$ cat src/rtl/core/rdq_pkg.sv
// ----------------------------------------------------------------------------
// rdq_pkg
// Shared codes, widths and control types for the restricted deque unit.
// ----------------------------------------------------------------------------
package rdq_pkg;

    localparam int CMD_W    = 3;
    localparam int STATUS_W = 2;
    localparam int DATA_W   = 32;

    localparam int S_TDATA_W = 40;  // cmd + push_value, padded to bytes
    localparam int M_TDATA_W = 40;  // status + pop_value + flags, padded

    localparam logic [CMD_W-1:0] CMD_INS_REAR  = 3'd0;
    localparam logic [CMD_W-1:0] CMD_INS_FRONT = 3'd1;
    localparam logic [CMD_W-1:0] CMD_DEL_FRONT = 3'd2;
    localparam logic [CMD_W-1:0] CMD_DEL_REAR  = 3'd3;
    localparam logic [CMD_W-1:0] CMD_QUERY     = 3'd4;

    localparam logic [STATUS_W-1:0] ST_OK        = 2'd0;
    localparam logic [STATUS_W-1:0] ST_NOSPACE   = 2'd1;
    localparam logic [STATUS_W-1:0] ST_EMPTY     = 2'd2;
    localparam logic [STATUS_W-1:0] ST_FORBIDDEN = 2'd3;

    localparam logic MODE_IN_RESTRICTED  = 1'b0;
    localparam logic MODE_OUT_RESTRICTED = 1'b1;

    typedef struct packed {
        logic load;     // capture the incoming request
        logic exec;     // apply the request and register its result
    } rdq_ctrl_t;

endpackage

$ cat src/rtl/core/rdq_ctrl.sv
// ----------------------------------------------------------------------------
// rdq_ctrl
// Sequencer: takes a request, runs it through the datapath, holds the result.
// ----------------------------------------------------------------------------
module rdq_ctrl
    import rdq_pkg::*;
(
    input  logic      clk,
    input  logic      rst_n,
    input  logic      s_tvalid,
    output logic      s_tready,
    output logic      m_tvalid,
    input  logic      m_tready,
    output rdq_ctrl_t ctrl
);

    localparam logic [1:0] ST_IDLE = 2'd0;
    localparam logic [1:0] ST_EXEC = 2'd1;
    localparam logic [1:0] ST_OUT  = 2'd2;

    logic [1:0] state_reg;
    logic [1:0] state_next;

    always_comb
    begin
        state_next = state_reg;
        case (state_reg)
            ST_IDLE:
            begin
                if (s_tvalid)
                begin
                    state_next = ST_EXEC;
                end
            end
            ST_EXEC:
            begin
                state_next = ST_OUT;
            end
            ST_OUT:
            begin
                if (m_tready)
                begin
                    state_next = ST_IDLE;
                end
            end
            default:
            begin
                state_next = ST_IDLE;
            end
        endcase
    end

    always_ff @(posedge clk or negedge rst_n)
    begin
        if (!rst_n)
        begin
            state_reg <= ST_IDLE;
        end
        else
        begin
            state_reg <= state_next;
        end
    end

    assign s_tready  = (state_reg == ST_IDLE);
    assign m_tvalid  = (state_reg == ST_OUT);
    assign ctrl.load = (state_reg == ST_IDLE) && s_tvalid;
    assign ctrl.exec = (state_reg == ST_EXEC);

endmodule

$ cat src/rtl/core/rdq_datapath.sv
// ----------------------------------------------------------------------------
// rdq_datapath
// Slot memory, head/tail indices, mode register and result registers.
// ----------------------------------------------------------------------------
module rdq_datapath
    import rdq_pkg::*;
#(
    parameter int DEPTH = 16
)
(
    input  logic                clk,
    input  logic                rst_n,
    input  rdq_ctrl_t           ctrl,
    input  logic                cfg_we,
    input  logic                cfg_wdata,
    input  logic [CMD_W-1:0]    cmd,
    input  logic [DATA_W-1:0]   push_value,
    output logic [STATUS_W-1:0] status,
    output logic [DATA_W-1:0]   pop_value,
    output logic                is_empty,
    output logic                is_full
);

    localparam int IDX_W = $clog2(DEPTH);
    localparam logic [IDX_W-1:0] LAST_IDX = IDX_W'(DEPTH - 1);
    localparam logic [IDX_W-1:0] ZERO_IDX = '0;

    logic [DATA_W-1:0] slot_mem [DEPTH];

    logic                mode_reg;
    logic [CMD_W-1:0]    cmd_reg;
    logic [DATA_W-1:0]   val_reg;
    logic [IDX_W-1:0]    head_reg;
    logic [IDX_W-1:0]    head_next;
    logic [IDX_W-1:0]    tail_reg;
    logic [IDX_W-1:0]    tail_next;
    logic                empty_reg;
    logic                empty_next;
    logic [STATUS_W-1:0] status_reg;
    logic [STATUS_W-1:0] status_next;
    logic                pop_ok_reg;
    logic                pop_ok_next;
    logic                is_empty_reg;
    logic                is_full_reg;
    logic [DATA_W-1:0]   rd_data_reg;

    logic                mem_we;
    logic [IDX_W-1:0]    mem_waddr;
    logic [IDX_W-1:0]    mem_raddr;

    always_comb
    begin
        head_next   = head_reg;
        tail_next   = tail_reg;
        empty_next  = empty_reg;
        status_next = ST_OK;
        pop_ok_next = 1'b0;
        mem_we      = 1'b0;
        mem_waddr   = tail_reg;
        mem_raddr   = head_reg;
        case (cmd_reg)
            CMD_INS_REAR:
            begin
                if (empty_reg)
                begin
                    head_next  = ZERO_IDX;
                    tail_next  = ZERO_IDX;
                    empty_next = 1'b0;
                    mem_we     = 1'b1;
                    mem_waddr  = ZERO_IDX;
                end
                else if (tail_reg == LAST_IDX)
                begin
                    status_next = ST_NOSPACE;
                end
                else
                begin
                    tail_next = tail_reg + 1'b1;
                    mem_we    = 1'b1;
                    mem_waddr = tail_reg + 1'b1;
                end
            end
            CMD_INS_FRONT:
            begin
                if (mode_reg != MODE_OUT_RESTRICTED)
                begin
                    status_next = ST_FORBIDDEN;
                end
                else if (empty_reg)
                begin
                    head_next  = ZERO_IDX;
                    tail_next  = ZERO_IDX;
                    empty_next = 1'b0;
                    mem_we     = 1'b1;
                    mem_waddr  = ZERO_IDX;
                end
                else if (head_reg == ZERO_IDX)
                begin
                    status_next = ST_NOSPACE;
                end
                else
                begin
                    head_next = head_reg - 1'b1;
                    mem_we    = 1'b1;
                    mem_waddr = head_reg - 1'b1;
                end
            end
            CMD_DEL_FRONT:
            begin
                mem_raddr = head_reg;
                if (empty_reg)
                begin
                    status_next = ST_EMPTY;
                end
                else
                begin
                    pop_ok_next = 1'b1;
                    if (head_reg >= tail_reg)
                    begin
                        head_next  = ZERO_IDX;
                        tail_next  = ZERO_IDX;
                        empty_next = 1'b1;
                    end
                    else
                    begin
                        head_next = head_reg + 1'b1;
                    end
                end
            end
            CMD_DEL_REAR:
            begin
                mem_raddr = tail_reg;
                if (mode_reg != MODE_IN_RESTRICTED)
                begin
                    status_next = ST_FORBIDDEN;
                end
                else if (empty_reg)
                begin
                    status_next = ST_EMPTY;
                end
                else
                begin
                    pop_ok_next = 1'b1;
                    if (tail_reg <= head_reg)
                    begin
                        head_next  = ZERO_IDX;
                        tail_next  = ZERO_IDX;
                        empty_next = 1'b1;
                    end
                    else
                    begin
                        tail_next = tail_reg - 1'b1;
                    end
                end
            end
            CMD_QUERY:
            begin
                status_next = ST_OK;
            end
            default:
            begin
                status_next = ST_FORBIDDEN;
            end
        endcase
    end

    // slot memory: one write port, one registered read port
    always_ff @(posedge clk)
    begin
        if (ctrl.exec && mem_we)
        begin
            slot_mem[mem_waddr] <= val_reg;
        end
        if (ctrl.exec)
        begin
            rd_data_reg <= slot_mem[mem_raddr];
        end
    end

    always_ff @(posedge clk)
    begin
        if (ctrl.load)
        begin
            cmd_reg <= cmd;
            val_reg <= push_value;
        end
        if (ctrl.exec)
        begin
            status_reg <= status_next;
        end
    end

    always_ff @(posedge clk or negedge rst_n)
    begin
        if (!rst_n)
        begin
            mode_reg     <= MODE_IN_RESTRICTED;
            head_reg     <= '0;
            tail_reg     <= '0;
            empty_reg    <= 1'b1;
            pop_ok_reg   <= 1'b0;
            is_empty_reg <= 1'b1;
            is_full_reg  <= 1'b0;
        end
        else
        begin
            if (cfg_we)
            begin
                mode_reg <= cfg_wdata;
            end
            if (ctrl.exec)
            begin
                head_reg     <= head_next;
                tail_reg     <= tail_next;
                empty_reg    <= empty_next;
                pop_ok_reg   <= pop_ok_next;
                is_empty_reg <= empty_next;
                is_full_reg  <= !empty_next && (tail_next == LAST_IDX);
            end
        end
    end

    assign status    = status_reg;
    assign pop_value = pop_ok_reg ? rd_data_reg : '0;
    assign is_empty  = is_empty_reg;
    assign is_full   = is_full_reg;

endmodule

$ cat src/rtl/core/restricted_deque_linear_array_unit.sv
// ----------------------------------------------------------------------------
// restricted_deque_linear_array_unit
// Input- or output-restricted deque in a linear, non-wrapping slot array.
// ----------------------------------------------------------------------------
// Sequencing: the sequencer runs capture, execute (memory access and index update)
//   and output; a new request is accepted only after the previous result has been
//   taken with m_tready, so requests are not overlapped.
// Reset: deque empty, head and tail at slot 0, mode input-restricted;
//   slot memory contents are not cleared.
module restricted_deque_linear_array_unit
    import rdq_pkg::*;
#(
    parameter int DEPTH = 16
)
(
    input  logic                 clk,
    input  logic                 rst_n,
    input  logic                 cfg_we,
    input  logic                 cfg_wdata,
    input  logic                 s_tvalid,
    output logic                 s_tready,
    input  logic [S_TDATA_W-1:0] s_tdata,   // cmd[2:0], push_value[34:3], zero pad
    output logic                 m_tvalid,
    input  logic                 m_tready,
    output logic [M_TDATA_W-1:0] m_tdata    // status[1:0], pop_value[33:2],
                                            // is_empty[34], is_full[35], zero pad
);

    rdq_ctrl_t           ctrl;
    logic [STATUS_W-1:0] status;
    logic [DATA_W-1:0]   pop_value;
    logic                is_empty;
    logic                is_full;

    rdq_ctrl u_ctrl
    (
        .clk      (clk),
        .rst_n    (rst_n),
        .s_tvalid (s_tvalid),
        .s_tready (s_tready),
        .m_tvalid (m_tvalid),
        .m_tready (m_tready),
        .ctrl     (ctrl)
    );

    rdq_datapath #(
        .DEPTH (DEPTH)
    ) u_datapath
    (
        .clk        (clk),
        .rst_n      (rst_n),
        .ctrl       (ctrl),
        .cfg_we     (cfg_we),
        .cfg_wdata  (cfg_wdata),
        .cmd        (s_tdata[CMD_W-1:0]),
        .push_value (s_tdata[CMD_W+DATA_W-1:CMD_W]),
        .status     (status),
        .pop_value  (pop_value),
        .is_empty   (is_empty),
        .is_full    (is_full)
    );

    assign m_tdata = {4'd0, is_full, is_empty, pop_value, status};

endmodule
$ cat config.mk
export PLATFORM = sky130hd
export DESIGN_NAME = restricted_deque_linear_array_unit
export DESIGN_NICKNAME = d
export VERILOG_FILES = /design/src/rtl/core/rdq_pkg.sv /design/src/rtl/core/rdq_ctrl.sv /design/src/rtl/core/rdq_datapath.sv /design/src/rtl/core/restricted_deque_linear_array_unit.sv
export SDC_FILE = /design/constraint.sdc
export NUM_CORES = 1
export LEC_CHECK = 0
export ABC_AREA = 1
export BUFFER_PORTS_ARGS = -buffer_cell sky130_fd_sc_hd__buf_2
export CAP_MARGIN = 20
export CORE_UTILIZATION = 45
export DETAILED_ROUTE_END_ITERATION = 8
export GPL_TIMING_DRIVEN = 0
export SYNTH_ARGS = -nofsm -noshare
export SYNTH_HDL_FRONTEND = slang
export SYNTH_HIERARCHICAL = 1
export SYNTH_SLANG_ARGS = --single-unit
$ cat constraint.sdc
create_clock -name clk -period 12.1 [get_ports clk]
set_input_delay 0.605 -clock clk [delete_from_list [all_inputs] [get_ports clk]]
set_output_delay 0.605 -clock clk [all_outputs]
set_load 0.03 [all_outputs]
Word-level counts from Yosys, hierarchy flattened
Memory sizes are Yosys's and may differ from the RTL's. A register that Yosys moved wholly into a read port is not among the register bits. Index checks and enable logic that the tools add are counted.

Add/subtract/negate cells: 4. $lt $le $gt $ge: 2. Equality and inequality tests: 17. Muxes and demuxes: 55. Reduce and logical (&&, ||, !) cells: 10.

Operators with widths (count): $mux W4 (22); $mux W32 (1); $pmux W4 S4 (2); $mux W1 (17); $mux W2 (7); $pmux W2 S5 (1); $reduce_and A9 Y1 (1); $add A4 B1 Y4 const B (2); $eq A4 B4 Y1 const B (2); $ne A2 B1 Y1 const B (4); $ne A2 B2 Y1 const B (4); $pmux W4 S2 (1); $sub A4 B1 Y4 const B (2); $eq A3 B2 Y1 const B (2); $pmux W2 S3 (1); $ge A4 B4 Y1 (1); $le A4 B4 Y1 (1); $logic_not A4 Y1 (1); $pmux W1 S2 (2); $pmux W1 S4 (1); $reduce_bool A4 Y1 (1); $eq A3 B1 Y1 const B (1); $eq A3 B3 Y1 const B (1); $logic_and A1 B1 Y1 (3); 7 further kinds (7).

Register bits after elaboration: 51. Bits in writable memories: 512. Output and inout port bits: 42. Word-level logic and storage cells: 99. Memories kept: 1.

Memories: u_datapath.slot_mem (depth 16, bits a word 32, rd ports 1, clocked after memory_dff 1, wr ports 1, line rdq_datapath.sv:28) `logic [DATA_W-1:0] slot_mem [DEPTH];`.

Logic depth before layout (Yosys ltp)
Word-level depth: 8. Gate-level depth with buffers: 18. Mapped depth without buffers: 17.

Cells and area by module
Netlist, hierarchy kept.

Modules (own cells, without submodules): rdq_datapath (instances 1, cells an instance 1863, area each 23831.6 um^2, sequential area each 17748.3 um^2); rdq_ctrl (instances 1, cells an instance 13, area each 100.1 um^2, sequential area each 50.0 um^2); restricted_deque_linear_array_unit (instances 1, cells an instance 7, area each 48.8 um^2, sequential area each 0.0 um^2).

Least setup slack after synthesis
No wires, ideal clock.

Kind: register to register. From: register u_ctrl.state_reg[1]. To: memory u_datapath.slot_mem[0][0], enable pin. Data arrival time: 3.374 ns. Path slack: 8.305 ns. Cell stages (with the launch flop): 9. Path buffers: 1. Period minus slack after synthesis: 3.795 ns. Cell sequence: dfrtp_1 inv_1 nand2_1 inv_1 clkbuf_1 o2111ai_1 nor3_1 nand2_1 nor2_1.

RTL lines: from (decl) (line rdq_ctrl.sv:21) `logic [1:0] state_reg;`; from (signal assigned) (line rdq_ctrl.sv:61) `state_reg <= state_next;`; to (decl) (line rdq_datapath.sv:28).

==> metrics.cfg <==
[status]
run_status=complete, no violations

[worst_setup_path]
crit_path_frequent_cell=nand2_1
critPathLaunchType=flip-flop
rrSetupSlack_ns=8.53
crit_buf_inv=5
cp_max_fo=19
regToRegEndpoint=u_datapath/slot_mem[5][14]
crit_type=flip-flop to flip-flop
end_kind=flip-flop
crit_required_ns=12.42
cp_data_arrival_time_ns=3.89
crit_start=u_ctrl/state_reg[1]
cp_cell_sequence=inv_1 -> nand2_1 -> inv_2 -> buf_12 -> clkbuf_1 -> o2111ai_1 -> nor3_1 -> nand2_1 -> nor2_4 -> buf_16
cpPeakStageDelay_ns=0.66
slowest_stage=nor2_4
cp_top_family=buffers and inverters
path_depth=10
r2r_start=u_ctrl/state_reg[1]
cp-endpoint=u_datapath/slot_mem[5][14]
worstRegToRegCells=10

[floorplan]
ios=88
initial_core_util=0.455
die_area_um2=54200
core.rowCount=84
die_h_um=233
fp.dieW_um=233
core_area_um2=52700

[synthesis]
yosys.area_share.adder=0.00417
synth_edf_count=581
synthTopCellsByArea=edfxtp_1, nor2_1, o211ai_1
ys_ff_latch=595
synth_flop_cell=edfxtp_1
yosys.area_share.xor_xnor=0.00110
synth_compound_area_frac=0.105
async_flop_share=0.0235
synth_top_family_by_area=simple AND/OR/NAND/NOR gates
synthesis.area_um2=24000
yosysSeqAreaShare=0.742
synth_area_per_cell_um2=12.7
synth_mux_area_frac=0
synth_cells=1883
ys_types=39
yosys.area.top_type=edfxtp_1
synth_top_area_share=0.728
synth_warnings=6
synthSimpleGateAreaFrac=0.108

[grt]
grt_use_met1=0.326
grt_max_degree=25
top_usage_layer=met2
use_met3=0.0341
grt-ovfl-total=0
grt_pass1_vias=14900
use_met2=0.386
grt_pass1_wl_um=93800
grt_antenna_before_repair=0
grt_usage=0.238

[sta]
final_max_slew_viol_count=0
finalSetupTns_ns=0
max_freq_ghz=0.280
finalHoldViolations=0
layout_setup_ws_ns=8.53
maxSlewHeadroom=0.376
period_share=0.295
finalClockSkew_ns=0.0196
tightestPinTransition_ns=0.936
setup_viol=0
min_period_ns=3.57
rsz0062_at_grt=false

[cts]
cts_max_level=2
cts_tree=built
cts_sinks=595
clkTransAtPathRegs_ns=0.06
clockBufferDepth=3
numCtsBuffers=61
clk_latency_ns=0.63
clock-root-buffer=clkbuf_16

[finish]
final-seq-area_um2=17800
layout_common_cells=edfxtp_1, nor2_1, o21ai_0
fin_cells=2787
post_route_cells_drive_above_1_share=0.140
final_common_cell=edfxtp_1
synthToLayoutAreaGrowth_pct=15.9
final_design_area_no_fill_um2=27800
largest_reg_flops=512
nNetsFinal=2103
utilization=0.528
multiInputGateArea_um2=5380
n_antenna_cell=0
nFillCells=4421

[route]
initialDrtViolationCount=1697
vias=15500
drc_errors=0
viasPerCell=5.54
drt_wl_total_um=63700
wl_per_cell_um=22.8
firstDrtPassIters=5
ant_nets=0

[placed_design]
gp_congestion=0.877
pre_cts_ws_ns=8.44
place_hpwl_um=42200
dp_cells=2673
placed_area_um2=25800
portBuffers=78

[power_and_ir_drop]
power_density_nw_per_um2=231
leakage_nw=9.73
peakVddDrop_v=0.000110

[hold_path]
hp-class=input port to flip-flop

[job]
maxCapViolCount=0

power breakdown:
part           internal [W]  switching (W)  leakage, nW  total, W
registers           0.00250       0.000123         5.43   0.00262
logic              0.000549        0.00139         3.34   0.00194
clock network       0.00106       0.000785        0.958   0.00185
total               0.00411        0.00230         9.73   0.00641
per-stage QoR:
stage	power, W	hold WS, ns
after CTS	0.00645	0.118
after global routing	0.00672	0.133
final	0.00641	0.153
after detailed placement	0.00461	0.471
after floorplan	0.00384	0.309
after global placement	0.00455	0.478
what timing repair did:
action,in CTS,in global routing
resized for setup,0,0
buffers inserted,0,0
hold buffers,1,0
endpoints found under the hold margin,13,0
metal layers:
layer	wire length, um	part of all wire	vias up
li1	-	-	7134
met1	27000	0.42	7584
met2	30200	0.47	614
met3	4460	0.070	121
met4	2020	0.032	0
met5	0	0	-
final cells by class:
cell class / instances / share of cell area
Inverter: 78 / 0.0105
Buffer: 117 / 0.0232
Clock inverter: 42 / 0.0137
Timing Repair Buffer: 100 / 0.0307
Sequential cell: 595 / 0.640
Clock buffer: 71 / 0.0570
Multi-Input combinational cell: 1096 / 0.194
Tap cell: 688 / 0.0310
Yosys cell counts, types with 13 or more instances:
cell type,n
o21ai_0,167
edfxtp_1,581
nand3_1,76
inv_1,72
buf_6,15
nand2_1,157
nor2_1,405
o211ai_1,139
clkbuf_1,47
dfrtp_1,13
buf_2,44
o21ai_1,103
cells by family after synthesis:
logic type,count (synthesis)
flip-flops,595
XOR/XNOR,3
other,1
AO/OA/AOI/OAI,427
buffers and inverters,195
adder cells (fa/ha/maj),8
AND/OR/NAND/NOR,654
worst min path at each step:
stage                                  end  cells after the start               start
floorplan              u_ctrl/state_reg[0]                      0               rst_n
global placement        u_datapath/is_full                      2  u_datapath/is_full
detailed placement      u_datapath/is_full                      2  u_datapath/is_full
CTS                 u_datapath/val_reg[14]                      1         s_tdata[17]
global route        u_datapath/val_reg[14]                      1         s_tdata[17]
finish              u_datapath/val_reg[21]                      1         s_tdata[24]
Note: power is estimated with default switching activity, not from simulation.
